`src/rtl/fdbe_pkg.sv`:
```
// ----------------------------------------------------------------------------
// fdbe_pkg: shared types and dictionary lookups for the digram byte encoder
// Result record, the per-cycle push bundle toward the output queue, error
// codes, and the bigram and single-character dictionary functions.
// ----------------------------------------------------------------------------
package fdbe_pkg;

	// error codes carried in error_kind
	localparam logic [1:0] ERR_NONE     = 2'd0;
	localparam logic [1:0] ERR_UNKNOWN  = 2'd1;
	localparam logic [1:0] ERR_TOO_LONG = 2'd2;

	// output queue geometry
	localparam int Q_DEPTH = 4;
	localparam int Q_AW    = 2;
	localparam int Q_CW    = 3;

	// one result item
	typedef struct packed {
		logic [7:0] code;
		logic [1:0] error_kind;
		logic       final_result;
	} result_t;

	// results produced by one input byte, in order
	typedef struct packed {
		logic [1:0] num;
		result_t    r0;
		result_t    r1;
	} push_t;

	// dictionary lookup answer
	typedef struct packed {
		logic       hit;
		logic [7:0] code;
	} lookup_t;

	// listed bigram codes 0-9
	function automatic lookup_t bigram_lookup(input logic [7:0] a, input logic [7:0] b);
		lookup_t r;
		r.hit  = 1'b1;
		r.code = 8'd0;
		case ({a, b})
			"th":    r.code = 8'd0;
			"he":    r.code = 8'd1;
			"in":    r.code = 8'd2;
			"er":    r.code = 8'd3;
			"an":    r.code = 8'd4;
			"re":    r.code = 8'd5;
			"on":    r.code = 8'd6;
			"en":    r.code = 8'd7;
			"at":    r.code = 8'd8;
			"es":    r.code = 8'd9;
			default: r.hit  = 1'b0;
		endcase
		return r;
	endfunction

	// single character codes 10-85
	function automatic lookup_t char_lookup(input logic [7:0] c);
		lookup_t r;
		r.hit  = 1'b1;
		r.code = 8'd0;
		case (c) inside
			" ":          r.code = 8'd10;
			"\n":         r.code = 8'd11;
			"\t":         r.code = 8'd12;
			["0":"9"]:    r.code = 8'd13 + (c - "0");
			["a":"z"]:    r.code = 8'd23 + (c - "a");
			["A":"Z"]:    r.code = 8'd49 + (c - "A");
			".":          r.code = 8'd75;
			",":          r.code = 8'd76;
			"!":          r.code = 8'd77;
			"?":          r.code = 8'd78;
			";":          r.code = 8'd79;
			":":          r.code = 8'd80;
			"'":          r.code = 8'd81;
			"\"":         r.code = 8'd82;
			"-":          r.code = 8'd83;
			"(":          r.code = 8'd84;
			")":          r.code = 8'd85;
			default:      r.hit  = 1'b0;
		endcase
		return r;
	endfunction

endpackage

```
`src/rtl/fdbe_core.sv`:
```
// ----------------------------------------------------------------------------
// fdbe_core: input register and single-pass encode step
// Registers each byte, matches it against the held byte and the dictionary,
// updates the message state and hands zero to two results to the queue.
// ----------------------------------------------------------------------------
module fdbe_core #(
	parameter int MAX_MESSAGE_BYTES = 65535
) (
	input  logic            clk,
	input  logic            arst_n,
	input  logic            in_valid,
	output logic            in_stall,
	input  logic [7:0]      in_byte,
	input  logic            end_of_message,
	input  logic            room,
	output fdbe_pkg::push_t push
);
	import fdbe_pkg::*;

	localparam int CNT_W = $clog2(MAX_MESSAGE_BYTES + 1) < 1 ? 1
		: $clog2(MAX_MESSAGE_BYTES + 1);
	localparam logic [CNT_W-1:0] CNT_MAX = CNT_W'(MAX_MESSAGE_BYTES);

	// input stage
	logic       valid_s1;
	logic [7:0] byte_s1;
	logic       eom_s1;

	// message state
	logic [7:0]       held_byte_q, held_byte_d;
	logic [7:0]       held_code_q, held_code_d;
	logic             held_valid_q, held_valid_d;
	logic [CNT_W-1:0] count_q, count_d;
	logic             failed_q, failed_d;

	logic    fire;
	logic    head;
	lookup_t bg;
	lookup_t ch;
	result_t head_res;
	logic    head_push;

	assign fire     = valid_s1 & room;
	assign in_stall = valid_s1 & ~room;

	// input register, refilled whenever the stage empties
	always_ff @(posedge clk or negedge arst_n) begin
		if (!arst_n) begin
			valid_s1 <= 1'b0;
		end else if (!in_stall) begin
			valid_s1 <= in_valid;
		end
	end

	always_ff @(posedge clk) begin
		if (!in_stall) begin
			byte_s1 <= in_byte;
			eom_s1  <= end_of_message;
		end
	end

	assign bg = bigram_lookup(held_byte_q, byte_s1);
	assign ch = char_lookup(byte_s1);

	// encode step and next state
	always_comb begin
		held_byte_d  = held_byte_q;
		held_code_d  = held_code_q;
		held_valid_d = held_valid_q;
		count_d      = count_q;
		failed_d     = failed_q;
		push         = '0;
		head         = 1'b0;
		head_push    = 1'b0;
		head_res     = '0;
		if (fire) begin
			if (failed_q) begin
				// dropping the rest of a failed message
			end else if (count_q == CNT_MAX) begin
				push.num        = 2'd1;
				push.r0         = '{code: 8'd0, error_kind: ERR_TOO_LONG, final_result: 1'b1};
				held_valid_d    = 1'b0;
				failed_d        = 1'b1;
			end else begin
				count_d = count_q + CNT_W'(1);
				head    = 1'b1;
				// held byte first: bigram or its own character code
				if (held_valid_q) begin
					held_valid_d = 1'b0;
					push.num     = 2'd1;
					if (bg.hit) begin
						push.r0 = '{code: bg.code, error_kind: ERR_NONE,
							final_result: eom_s1};
						head    = 1'b0;
					end else begin
						push.r0 = '{code: held_code_q, error_kind: ERR_NONE,
							final_result: 1'b0};
					end
				end
				// the new byte when it was not absorbed by a bigram
				if (head) begin
					if (!ch.hit) begin
						head_push = 1'b1;
						head_res  = '{code: 8'd0, error_kind: ERR_UNKNOWN, final_result: 1'b1};
						failed_d  = 1'b1;
					end else if (eom_s1) begin
						head_push = 1'b1;
						head_res  = '{code: ch.code, error_kind: ERR_NONE, final_result: 1'b1};
					end else begin
						held_byte_d  = byte_s1;
						held_code_d  = ch.code;
						held_valid_d = 1'b1;
					end
				end
				if (head_push) begin
					if (push.num == 2'd0) begin
						push.r0 = head_res;
					end else begin
						push.r1 = head_res;
					end
					push.num = push.num + 2'd1;
				end
			end
			// final byte returns to the idle message state
			if (eom_s1) begin
				held_byte_d  = 8'd0;
				held_valid_d = 1'b0;
				count_d      = '0;
				failed_d     = 1'b0;
			end
		end
	end

	always_ff @(posedge clk or negedge arst_n) begin
		if (!arst_n) begin
			held_byte_q  <= 8'd0;
			held_valid_q <= 1'b0;
			count_q      <= '0;
			failed_q     <= 1'b0;
		end else begin
			held_byte_q  <= held_byte_d;
			held_valid_q <= held_valid_d;
			count_q      <= count_d;
			failed_q     <= failed_d;
		end
	end

	always_ff @(posedge clk) begin
		held_code_q <= held_code_d;
	end

`ifndef SYNTH
	// the first of two results never closes the message
	a_two_first_not_final: assert property (@(posedge clk) disable iff (!arst_n)
		push.num == 2'd2 |-> !push.r0.final_result && push.r0.error_kind == ERR_NONE)
		else $error("first of two results marked final or error");

	// a failed message stays silent until its final byte
	a_failed_silent: assert property (@(posedge clk) disable iff (!arst_n)
		failed_q |-> push.num == 2'd0)
		else $error("result produced while dropping a failed message");

	// no results without a transfer out of the input stage
	a_push_needs_fire: assert property (@(posedge clk) disable iff (!arst_n)
		push.num != 2'd0 |-> fire)
		else $error("results pushed without an item");

	// a held byte always refers to a dictionary character
	a_held_in_range: assert property (@(posedge clk) disable iff (!arst_n)
		held_valid_q |-> held_code_q >= 8'd10 && held_code_q <= 8'd85)
		else $error("held byte code out of range");
`endif

endmodule

```
`src/rtl/fdbe_queue.sv`:
```
// ----------------------------------------------------------------------------
// fdbe_queue: small result queue with dual push
// Takes up to two results a cycle from the encode step and presents one
// result at a time on the output channel.
// ----------------------------------------------------------------------------
module fdbe_queue (
	input  logic            clk,
	input  logic            arst_n,
	input  fdbe_pkg::push_t push,
	output logic            room,
	output logic            out_valid,
	input  logic            out_stall,
	output logic [7:0]      code,
	output logic [1:0]      error_kind,
	output logic            final_result
);
	import fdbe_pkg::*;

	result_t              mem_q [Q_DEPTH];
	logic [Q_AW-1:0]      rd_q;
	logic [Q_AW-1:0]      wr_q;
	logic [Q_AW-1:0]      wr_nx;
	logic [Q_CW-1:0]      cnt_q;
	logic                 pop;

	assign wr_nx     = wr_q + Q_AW'(1);
	assign out_valid = cnt_q != '0;
	assign pop       = out_valid & ~out_stall;
	assign room      = cnt_q <= Q_CW'(Q_DEPTH - 2);

	assign code         = mem_q[rd_q].code;
	assign error_kind   = mem_q[rd_q].error_kind;
	assign final_result = mem_q[rd_q].final_result;

	// storage, one or two entries per cycle
	always_ff @(posedge clk) begin
		if (push.num != 2'd0) begin
			mem_q[wr_q] <= push.r0;
		end
		if (push.num == 2'd2) begin
			mem_q[wr_nx] <= push.r1;
		end
	end

	// pointers and fill level
	always_ff @(posedge clk or negedge arst_n) begin
		if (!arst_n) begin
			rd_q  <= '0;
			wr_q  <= '0;
			cnt_q <= '0;
		end else begin
			wr_q  <= wr_q + Q_AW'(push.num);
			if (pop) begin
				rd_q <= rd_q + Q_AW'(1);
			end
			cnt_q <= cnt_q + Q_CW'(push.num) - Q_CW'(pop);
		end
	end

`ifndef SYNTH
	// fill level never passes the depth
	a_no_overflow: assert property (@(posedge clk) disable iff (!arst_n)
		cnt_q <= Q_CW'(Q_DEPTH))
		else $error("result queue overflow");

	// pushes only arrive when two slots are free
	a_push_with_room: assert property (@(posedge clk) disable iff (!arst_n)
		push.num != 2'd0 |-> room)
		else $error("push into a full result queue");

	// a lone transfer out drops the level by one
	a_pop_level: assert property (@(posedge clk) disable iff (!arst_n)
		pop && push.num == 2'd0 |=> cnt_q == $past(cnt_q) - Q_CW'(1))
		else $error("queue level wrong after transfer");
`endif

endmodule

```
`src/rtl/fixed_digram_byte_encoder.sv`:
```
// ----------------------------------------------------------------------------
// fixed_digram_byte_encoder: static digram coding of a byte stream
// Encodes message bytes into 8-bit codes from a fixed bigram and
// character dictionary, with error results for unknown bytes and overlong
// messages.
// ----------------------------------------------------------------------------
// Usage:
// - input channel: in_valid / in_stall with in_byte and end_of_message;
//   one byte per transfer, end_of_message on the final byte of a message
// - output channel: out_valid / out_stall with code, error_kind and
//   final_result; one result per transfer
// - one byte is accepted every cycle as long as the output side keeps up;
//   a byte gives zero, one or two results, so when results come out slower
//   than one a cycle the four-entry result queue fills and in_stall rises
// - a byte is registered in the input stage and encoded from there; its
//   results are then registered in the result queue, which drives the
//   output channel
// - a known byte that does not end the message is held and produces its code
//   only when the next byte arrives, which may be the final byte of the message
// - reset clears the input stage, the result queue and the message state;
//   no clearing pass is needed, input is taken right after reset
// - while out_stall is high the presented result holds and the queue keeps
//   absorbing results until fewer than two slots remain
// ----------------------------------------------------------------------------
module fixed_digram_byte_encoder #(
	parameter int MAX_MESSAGE_BYTES = 65535
) (
	input  logic       clk,
	input  logic       arst_n,
	input  logic       in_valid,
	output logic       in_stall,
	input  logic [7:0] in_byte,
	input  logic       end_of_message,
	output logic       out_valid,
	input  logic       out_stall,
	output logic [7:0] code,
	output logic [1:0] error_kind,
	output logic       final_result
);
	import fdbe_pkg::*;

	push_t push;
	logic  room;

	// encode step
	fdbe_core #(
		.MAX_MESSAGE_BYTES(MAX_MESSAGE_BYTES)
	) u_core (
		.clk            (clk),
		.arst_n         (arst_n),
		.in_valid       (in_valid),
		.in_stall       (in_stall),
		.in_byte        (in_byte),
		.end_of_message (end_of_message),
		.room           (room),
		.push           (push)
	);

	// result queue toward the output channel
	fdbe_queue u_queue (
		.clk          (clk),
		.arst_n       (arst_n),
		.push         (push),
		.room         (room),
		.out_valid    (out_valid),
		.out_stall    (out_stall),
		.code         (code),
		.error_kind   (error_kind),
		.final_result (final_result)
	);

endmodule

```
`config.mk`:
```
export PLATFORM = sky130hd
export DESIGN_NAME = fixed_digram_byte_encoder
export DESIGN_NICKNAME = d
export VERILOG_FILES = /design/src/rtl/fdbe_pkg.sv /design/src/rtl/fdbe_core.sv /design/src/rtl/fdbe_queue.sv /design/src/rtl/fixed_digram_byte_encoder.sv
export SDC_FILE = /design/constraint.sdc
export NUM_CORES = 1
export LEC_CHECK = 0
export BUFFER_PORTS_ARGS = -buffer_cell sky130_fd_sc_hd__buf_4
export CORE_ASPECT_RATIO = 2
export CORE_MARGIN = 4
export CORE_UTILIZATION = 45
export CTS_CLUSTER_SIZE = 40
export DETAILED_ROUTE_END_ITERATION = 8
export HOLD_SLACK_MARGIN = 0.12
export SLEW_MARGIN = 0
export SYNTH_ARGS = -nofsm -noshare
export SYNTH_HDL_FRONTEND = slang
export SYNTH_SLANG_ARGS = --single-unit
```
`constraint.sdc`:
```
create_clock -name clk -period 9.5 [get_ports clk]
set_clock_uncertainty 0.15 [all_clocks]
set_input_delay 0.475 -clock clk [delete_from_list [all_inputs] [get_ports clk]]
set_output_delay 0.475 -clock clk [all_outputs]
set_load 0.02 [all_outputs]
```
Yosys cells after proc, flatten, opt, wreduce, memory -nomap -nowiden
Memory sizes are Yosys's and may differ from the RTL's.
Index checks and enable logic that the tools add are counted.
Operators by class
  add/subtract/negate cells: 13
  $lt $le $gt $ge: 7
  equal/unequal tests: 28
  multiplexer cells: 84
  bitwise gates (word level): 8
  reductions and logical operators: 13
Operators with widths (number)
  2-to-1 mux 8 bit: 21
  equality test 16 x 15 -> 1 bit (second input constant): 10
  equality test 8 x 6 -> 1 bit (second input constant): 12
  2-to-1 mux 11 bit: 7
  2-to-1 mux 24 bit: 3
  2-to-1 mux 13 bit: 4
  2-to-1 mux 16 bit: 3
  2-to-1 mux 1 bit: 43
  case mux 4 bit (9 select lines): 1
  adder 16 x 1 -> 16 bit (second input constant): 1
  equality test 16 bit (second input constant): 1
  equality test 8 x 4 -> 1 bit (second input constant): 2
  greater-or-equal comparator 8 x 7 -> 1 bit (second input constant): 2
  <= comparator 8 x 7 -> 1 bit (second input constant): 2
  subtractor 8 x 7 -> 8 bit (second input constant): 2
  2-to-1 mux 12 bit: 1
  OR reduction 10 bit: 1
  adder 4 x 8 -> 8 bit (first input constant): 1
  adder 5 x 8 -> 8 bit (first input constant): 1
  adder 6 x 8 -> 8 bit (first input constant): 1
  greater-or-equal comparator 8 x 6 -> 1 bit (second input constant): 1
  <= comparator 8 x 6 -> 1 bit (second input constant): 1
  subtractor 8 x 6 -> 8 bit (second input constant): 1
  2-to-1 mux 7 bit: 1
  17 further kinds: 30
Storage, ports and cells
  bits in registers: 51
  bits in writable memories: 44
  input bits: 13
  output and inout bits: 13
  word-level logic and storage cells: 165
  memories: 1
Memory list
  u_queue.mem_q: depth 4, bits a word 11, read ports 1, clocked after Yosys merged registers in 0, wr ports 2, RTL line fdbe_queue.sv:19  | result_t mem_q [Q_DEPTH];

Longest topological paths before layout
Gate-level depths: netlist of run 1.
  depth in word-level cells: 30
  depth in mapped cells: 19
  gate-level depth less buffers: 16

Modules after synthesis
Synthesis of run 1 repeated with hierarchy kept, for this count alone.
Unflattened totals
  cells, all modules: 541
  area total of the unflattened synthesis: 6037.0 µm²
Modules (own cells, without submodules)
  fdbe_core: times used 1, cells an instance 394, area each 3382.0 µm², seq. area each 1186.1 µm²
  fdbe_queue: times used 1, cells an instance 147, area each 2655.0 µm², seq. area each 1496.4 µm²

Least setup slack after synthesis of run 1
No wires, ideal clock.
  path kind: register to register
  from: register u_core.byte_s1[4]
  to: memory u_queue.mem_q[3][0] (netlist bit) (enable)
  library setup time: 0.317 ns
  arrival: 3.623 ns
  required time: 9.033 ns
  setup slack: 5.410 ns
  stages on the path, launching flop included: 14
  path buffers: 1
  clock period less this slack: 4.090 ns
  cell sequence: edfxtp_1 > inv_1 > ha_1 > and4bb_1 > o2111a_1 > a41o_1 > nor4_4 > nand2b_1 > a21boi_0 > ha_1 > o31a_1 > nand3_1 > clkbuf_1 > nand2_1
RTL lines
  start, declared: RTL line fdbe_core.sv:26  | logic [7:0] byte_s1;
  start signal, assigned: RTL line fdbe_core.sv:57  | byte_s1 <= in_byte;
  end, declared: RTL line fdbe_queue.sv:19

==> flow_summary.ini, run 1 <==
[critical_path]
cp.required_ns = 9.33
cp_num_buf_inv = 1
path_cells = inv_1 -> ha_1 -> o21bai_1 -> a21boi_0 -> o21a_1 -> nor3_2 -> nand2_1 -> a21boi_0 -> ha_1 -> o31a_1 -> nand3_1 -> nand2_1
rrSetupSlack_ns = 4.35
endpoint_kind = flop
reg2reg_to = u_queue.mem_q[3][3]
r2r.worst_path.cells = 12
r2r-start = u_core.byte_s1[1]
critical-path-slowest-cell = nand2_1
crit_path_end = u_queue.mem_q[3][3]
slowest_delay_ns = 0.65
cp_max_fo = 14
cp.arrival_ns = 4.99
critPathKind = reg -> reg
startpoint = u_core.byte_s1[1]
path_depth = 12
critPathLaunchType = flop
crit_family = compound AO/OA/AOI/OAI gates

[drt]
wl_per_cell_um = 22.7
route.detailed.drc = 0
num_vias = 4527
wl_um = 16200
dr.pass1.iters = 6
first_iter_violations = 279
antenna_left = 0
vias_per_cell = 6.34

[floorplan]
ios = 26
rows = 59
die_x_um = 89.2
die-area_mm2 = 0.0152
die_height_um = 170
initial_core_util_pct = 45.7
coreArea_mm2 = 0.0130

[sta]
setup_viol = 0
final.setup.tns_ns = 0
tightest_slew_ns = 1.17
fmax_mhz = 194
slew_headroom_pct = 20.9
final_max_slew_viol_count = 0
setup_slack_ns = 4.35
grt_setup_unrepaired = false
finalHoldViolCount = 0
fin_crit_sh_pct = 54.3
period_needed_ns = 5.15

[yosys]
synth-edff-count = 57
synth_area_mm2 = 0.00594
avgSynthCellArea_um2 = 10.8
yosysSeqAreaShare_pct = 44.5
synth_cell_types = 85
ys_ff_latch = 95
synthFlopType = edfxtp_1
synth_warnings = 0
synthesis.nets = 583
synthCells = 550
synthArstFlopShare_pct = 35.8

[grt]
track_usage_pct = 22.1
grt_max_degree = 35
antenna_found_initial = 0
grt_pass1_vias = 4672
overflow = 0
grt_pass1_wl_um = 25400

[pwr]
p_leak_uw = 0.00243
comb_power_share_pct = 43.3
p_sw_share_pct = 42.6
peakVddDrop_uv = 208
clkPwrFrac_pct = 20.7
seqPwrFrac_pct = 36.0
p_switching_uw = 792
power_density_mw_per_mm2 = 287
p_int_uw = 1070

[finish]
multi_input_area_mm2 = 0.00305
layout.cells.most_common_list = edfxtp_1 (57), nand2_1 (43), nor2_1 (35), dfrtp_1 (34), nand3_1 (26)
nets = 590
area_growth_syn_to_layout_pct = 9.23
seqCellArea_mm2 = 0.00264
insertedDiodeCount = 0
layout-drive-gt1-share_pct = 13.3
n_fill_cell = 1184
mostFrequentLayoutCell = edfxtp_1

[cts]
cts_tree = done
cts_sinks = 95
cts_max_path_buffers = 2
clk_latency_ns = 0.34
root_buffer = clkbuf_16
cts.reportedPaths.clkPinSlew_ns = 0.07
cts_buffers = 9
post_cts_buffers = 0
htree_num_levels = 3

[outcome]
status = complete, no violations

[placed_design]
dp_hpwl_um = 12600
gp_congestion = 0.997
io_buffers = 25
dp_slack_ns = 4.46

[run]
drv_cap = 0

[min_path]
hp-class = in -> reg
## worst reg2reg max path, stage by stage (launching register included)
cell	delay [ns]
edfxtp_1	0.50
inv_1	0.24
ha_1	0.56
o21bai_1	0.10
a21boi_0	0.54
o21a_1	0.54
nor3_2	0.14
nand2_1	0.16
a21boi_0	0.12
ha_1	0.36
o31a_1	0.23
nand3_1	0.50
nand2_1	0.65
## through the flow
| stage | instances | area [µm²] | utilization (%) | hold slack, ns | power, µW |
|---|---|---|---|---|---|
| after CTS | 714 | 6480 | 49.9 | 0.148 | 1870 |
| after global routing | 714 | 6480 | 49.9 | 0.148 | 1960 |
| after floorplan | 550 | 5940 | - | 0.0294 | 1230 |
| after detailed placement | 697 | 6160 | 47.4 | 0.314 | 1480 |
| after global placement | 697 | 6160 | 47.4 | 0.305 | 1470 |
| final | 714 | 6480 | 49.9 | 0.152 | 1860 |
## repair_timing
item,in CTS,in global routing
hold buffers,1,0
endpoints found under the hold margin,34,0
gates resized for setup,0,0
## final cells by class
class	count	share of cell area [%]
multi-input combinational	402	47.1
tap	152	2.93
clock buffer	11	3.92
clock inverter	5	0.926
inverter	23	1.33
timing repair buffer	26	3.05
sequential	95	40.7
## per-layer routing
layer	vias to the layer above	track usage, %	routed length, µm
met5	-	0	0
met2	138	43.1	9360
li1	2117	-	-
met1	2236	22.0	5700
met4	0	10.6	731
met3	36	2.33	426
## synth_stat cells (5+ instances only)
master / instances / area (µm²)
edfxtp_1: 57 / 1710
nand2_1: 43 / 161
nor2_1: 35 / 131
dfrtp_1: 34 / 851
nand3_1: 26 / 130
inv_1: 23 / 86.3
o22ai_1: 23 / 144
ha_1: 19 / 238
a21oi_1: 17 / 85.1
xor2_1: 15 / 131
o2bb2ai_1: 14 / 123
o21ai_0: 13 / 65.1
xnor2_1: 12 / 105
buf_2: 11 / 55.1
clkbuf_1: 11 / 41.3
mux4_2: 11 / 248
and2_1: 9 / 56.3
nand3b_1: 9 / 67.6
or3_1: 9 / 56.3
nand2b_1: 8 / 50.1
a22o_1: 7 / 61.3
nor2b_1: 7 / 43.8
a31oi_1: 6 / 37.5
nor3_1: 6 / 30.0
o21ai_1: 6 / 30.0
a21boi_0: 5 / 37.5
and3_1: 5 / 31.3
and4_1: 5 / 43.8
mux2i_1: 5 / 50.1
o32ai_2: 5 / 81.3
## power groups by stage
stage                     Combinational [µW]  Clock, µW  Sequential (µW)
after floorplan                          634          0              594
after global placement                   795          0              678
after detailed placement                 802          0              680
after CTS                                806        389              672
after global routing                     877        401              687
final                                    805        385              671
## worst min path at each step
stage,startpoint,cells past startpoint,slack (ns),end
CTS,in_byte[1],1,0.15,u_core.byte_s1[1]
global route,in_byte[1],1,0.15,u_core.byte_s1[1]
finish,in_byte[1],1,0.15,u_core.byte_s1[1]
detailed placement,arst_n,1,0.31,u_core.held_byte_q[7]
floorplan,arst_n,0,0.03,u_core.count_q[0]
global placement,arst_n,1,0.31,u_core.held_byte_q[7]
## logic make-up (layout without fill, tap and decap cells)
kind of cell               after synthesis  in the layout  synth area share (%)
muxes                                   16             16                  5.02
adders and majority gates               20             20                  4.34
AOI/OAI and AO/OA                      144            144                  19.0
xor gates and xnor gates                27             27                  3.98
buffers and inverters                   53             65                  4.05
and+or+nand+nor                        195            195                  19.1
DFF                                     95             95                  44.5
## state kept, by name, summed over array words and instances (netlist names)
signal	count
u_core.eom_s1	1
u_core.valid_s1	1
u_core.count_q	16
u_queue.mem_q	44
u_core.held_code_q	8
u_core.held_byte_q	8
u_queue.cnt_q	3
u_queue.wr_q	2
u_core.failed_q	1
u_queue.rd_q	2
u_core.held_valid_q	1
u_core.byte_s1	8
(Power assumes the default switching activity.)
==> run 2, diff against run 1 <==
clock period = 5.1 ns   (was 9.5 ns; I/O delays follow)
==> run 2 against run 1 <==
Net effect: via count is 3.4% higher; die area stayed put; sequential share of layout area is 1.0 points lower; first-iteration DRC count is 17% higher; wire length is 0.27% lower; clock power is 78% higher; fmax is 11% higher; non-clock buffer count is 21 higher; utilization is 1.3 points higher; count of clock-buffer cells in the layout is 1 lower; cell area is 2.6% higher; largest power group unchanged.
==> flow_summary.ini, run 2 (same netlist as run 1, synthesis figures left out) <==
[sta]
final.setup.tns_ns = 0
fmax_mhz = 215
tightest_slew_ns = 1.05
finalHoldViolCount = 0
fin_crit_sh_pct = 91.3
setup_viol = 0
final_max_slew_viol_count = 0
slew_headroom_pct = 29.8
grt_setup_unrepaired = false
period_needed_ns = 4.65

[grt]
overflow = 0
track_usage_pct = 22.4
grt_max_degree = 35
antenna_found_initial = 0
grt_pass1_vias = 4807
grt_pass1_wl_um = 25800

[critical_path]
cp.arrival_ns = 4.57
r2r-start = u_core.byte_s1[4]
critical-path-slowest-cell = edfxtp_1
cp.required_ns = 5.01
startpoint = u_core.byte_s1[4]
cp_max_fo = 9
critPathKind = reg -> reg
slowest_delay_ns = 0.52
endpoint_kind = flop
critPathLaunchType = flop
r2r.worst_path.cells = 14
reg2reg_to = u_queue.mem_q[2][5]
path_cells = inv_1 -> ha_1 -> and4bb_1 -> o2111a_1 -> a41o_1 -> nor4_4 -> nand2b_1 -> a21boi_0 -> ha_1 -> o31a_1 -> nand2b_1 -> buf_4 -> o32a_1 -> o22ai_1
rrSetupSlack_ns = 0.45

[drt]
vias_per_cell = 6.37
wl_per_cell_um = 22.0
num_vias = 4683
antenna_left = 0
wl_um = 16200
first_iter_violations = 327
dr.pass1.iters = 6
route.detailed.drc = 0

[finish]
fin_util_pct = 51.2
area_growth_syn_to_layout_pct = 12.1
nets = 611
post-route-cell-area_mm2 = 0.00665
top_register = u_queue.mem_q
n_fill_cell = 1177
insertedDiodeCount = 0
largest_register_ffs = 44
layout.cells.most_common_list = edfxtp_1 (57), nand2_1 (43), nor2_1 (35), buf_4 (35), dfrtp_1 (34)
mostFrequentLayoutCell = edfxtp_1
layout-drive-gt1-share_pct = 14.6
largest_registers = u_queue.mem_q: 44 flops, u_core.count_q: 16 flops

[pwr]
power_density_mw_per_mm2 = 523
peakVddDrop_uv = 297
p_leak_uw = 0.00250
finalPower_uw = 3480

[floorplan]
initial_core_util_pct = 45.7
rows = 59
coreArea_mm2 = 0.0130
ios = 26
die_height_um = 170
die-area_mm2 = 0.0152
die_x_um = 89.2

[placed_design]
dp_hpwl_um = 12500
placed_area_mm2 = 0.00624
gp_congestion = 0.976
io_buffers = 25

[cts]
cts.reportedPaths.clkPinSlew_ns = 0.07
root_buffer = clkbuf_16
holdBufCountCts = 12
cts_max_path_buffers = 2
cts_sinks = 95
clk_latency_ns = 0.35
post_cts_buffers = 0
htree_num_levels = 3
cts_resized = 0
cts_tree = done
cts_buffers = 9

[run]
drv_cap = 0

[min_path]
hp-class = in -> async

[outcome]
status = complete, no violations
==> run 2: area by class of cell <==
class	count	area, µm²	share of cell area, %
flip-flops and latches	95	2640	39.7
well taps	152	190	2.86
inverters	23	86.3	1.30
repair buffers	47	383	5.76
clock buffers	10	229	3.44
multi-input cells	402	3050	45.9
clock inverters	6	67.6	1.02
==> run 2: worst max-delay path by stage <==
stage,to
after global routing,u_queue.mem_q[3][5]
after global placement,u_queue.mem_q[3][9]
after CTS,u_queue.mem_q[3][5]
after floorplan,u_queue.mem_q[3][0]
after detailed placement,u_queue.mem_q[3][7]
final,u_queue.mem_q[2][5]
==> run 2: report_power, final <==
part           internal, µW  switching [µW]
Combinational           608             953
Sequential             1000             231
Clock                   383             303
Total                  1990            1490
==> run 2: worst max-delay path: cells and delay by family, from the launching register on <==
family / cells / cell delay, ns
and+or+nand+nor: 4 / 1.32
buffers and inverters: 2 / 0.42
AOI/OAI and AO/OA: 6 / 1.27
DFF: 1 / 0.52
adders and majority gates: 2 / 0.66
==> run 2: metrics by stage <==
step	std cells	setup WS, ns	hold WS [ns]
6_report	735	0.445	0.248
5_1_grt	735	0.203	0.298
4_1_cts	735	0.503	0.279
3_5_place_dp	707	0.531	0.0958
3_3_place_gp	707	0.603	0.0883
2_1_floorplan	550	1.01	-0.191
==> run 2: per-layer routing <==
layer	routed length, µm	GRT usage (%)	share of wire (%)	vias up
li1	-	-	-	2153
met1	5590	22.9	35	2271
met2	8800	40.8	54	190
met3	617	3.10	3.8	69
met4	1180	14.2	7.3	0
met5	0	0	0	-
==> run 3, diff against run 2 <==
CORE_UTILIZATION = 59   (was 45)
PLACE_DENSITY = 0.77   (was not set)
==> run 3 against run 2 <==
Net effect: fmax rose by 2.3%; critical path depth fell by 3; combinational power barely moved; sequential share of layout area rose by 0.15 points; wire length fell by 3.5%; utilization rose by 17 points; clock power fell by 2%; count of clock-buffer cells in the layout did not move; die area fell by 22%; setup slack improved by 0.11 ns; final cell count fell by 2.7%.
==> flow_summary.ini, run 3 (same netlist as run 1, synthesis figures left out) <==
[outcome]
status = complete, no violations

[sta]
slew_headroom_pct = 28.4
fin_crit_sh_pct = 89.2
period_needed_ns = 4.55
setup_viol = 0
tightest_slew_ns = 1.06
final.setup.tns_ns = 0
final_max_slew_viol_count = 0
fmax_mhz = 220
fin_hold_ws_ns = 0.254
grt_setup_unrepaired = false
finalHoldViolCount = 0

[cts]
htree_num_levels = 3
clk_latency_ns = 0.35
cts_buffers = 9
cts.reportedPaths.clkPinSlew_ns = 0.07
post_cts_buffers = 0
cts_sinks = 95
cts_tree = done
cts_resized = 0
cts_max_path_buffers = 2
root_buffer = clkbuf_16

[finish]
fin_util_pct = 67.9
n_fill_cell = 747
layout-drive-gt1-share_pct = 14.8
largest_registers = u_queue.mem_q: 44 flops, u_core.count_q: 16 flops
multi_input_area_mm2 = 0.00305
top_register = u_queue.mem_q
nets = 611
mostFrequentLayoutCell = edfxtp_1
insertedDiodeCount = 0
area_growth_syn_to_layout_pct = 11.6
layout.cells.most_common_list = edfxtp_1 (57), nand2_1 (43), nor2_1 (35), buf_4 (35), dfrtp_1 (34)
largest_register_ffs = 44
seqCellArea_mm2 = 0.00264

[floorplan]
initial_core_util_pct = 60.8
die-area_mm2 = 0.0118
die_height_um = 150
coreArea_mm2 = 0.00976
die_x_um = 78.9
rows = 51
ios = 26

[critical_path]
cp.required_ns = 4.94
cp_max_fo = 10
critPathKind = reg -> reg
cp.arrival_ns = 4.39
critPathLaunchType = flop
rrSetupSlack_ns = 0.55
endpoint_kind = flop
r2r.worst_path.cells = 11

[drt]
first_iter_violations = 376
dr.pass1.iters = 6
vias_per_cell = 6.71
num_vias = 4798
wl_per_cell_um = 21.8
wl_um = 15600
antenna_left = 0
route.detailed.drc = 0

[grt]
grt_max_degree = 35
grt_pass1_wl_um = 25200
overflow = 0
grt_pass1_vias = 4942
track_usage_pct = 28.0
antenna_found_initial = 0

[pwr]
p_leak_uw = 0.00252
finalPower_uw = 3460
peakVddDrop_uv = 367
power_density_mw_per_mm2 = 522

[placed_design]
dp_hpwl_um = 12000
io_buffers = 25
gp_congestion = 0.950

[run]
drv_cap = 0

[min_path]
hp-class = in -> async
[run 3: cell types whose count changed in the layout (fill, tap and decap cells not counted), sizes merged]
cell / previous run / this run
clkinvlp: 3 / 0
bufinv: 1 / 0
inv: 25 / 28
clkinv: 0 / 1
[run 3: final cells by class]
cell class                      count  area share, %
Timing Repair Buffer               47           5.78
Tap cell                          132           2.49
Multi-Input combinational cell    402           46.1
Inverter                           23           1.30
Sequential cell                    95           39.9
Clock inverter                      6          0.868
Clock buffer                       10           3.61
[run 3: repair_timing]
item                                    4_1_cts  5_1_grt
hold endpoints to repair                     46        0
endpoints found under the setup margin        0        0
hold buffers                                 12        0
[run 3: final timing paths]
path                                          start               endpoint
worst min-delay path                         arst_n  u_core.held_byte_q[7]
max in group asynchronous                    arst_n       u_queue.cnt_q[0]
worst max register to register    u_core.byte_s1[4]    u_queue.mem_q[1][6]
worst max-delay path              u_core.byte_s1[4]    u_queue.mem_q[1][6]
worst min register to register  u_queue.mem_q[3][2]    u_queue.mem_q[3][2]
min in group clk                u_queue.mem_q[3][2]    u_queue.mem_q[3][2]
[run 3: worst max-delay path: stages (launching register included)]
cell and delay [ns]:
edfxtp_1 0.50, inv_1 0.18, ha_1 0.31, and4bb_1 0.25, o2111a_1 0.18, a41o_1 0.25
nor4_4 0.49, nand2b_1 0.24, a21boi_0 0.20, ha_1 0.31, or4_1 0.67, nand2_1 0.45
[run 3: metal layers]
layer | global-route usage, % | up-vias | share of wire, %
met1 | 28.2 | 2329 | 33
met4 | 19.3 | 0 | 6.8
met3 | 3.31 | 67 | 4.5
met2 | 52.3 | 236 | 56
met5 | 0 | - | 0
li1 | - | 2166 | -
[run 3: where the power goes]
group          switching [µW]  internal, µW
combinational             956           608
clock                     313           357
sequential                222          1000
total                    1490          1970
[run 3: stage by stage]
step | setup WS [ns] | cell area [µm²] | std cells
after global routing | 0.161 | 6630 | 715
after CTS | 0.576 | 6630 | 715
final | 0.551 | 6630 | 715
after global placement | 0.727 | 6210 | 687
after floorplan | 1.01 | 5940 | 550
after detailed placement | 0.590 | 6210 | 687
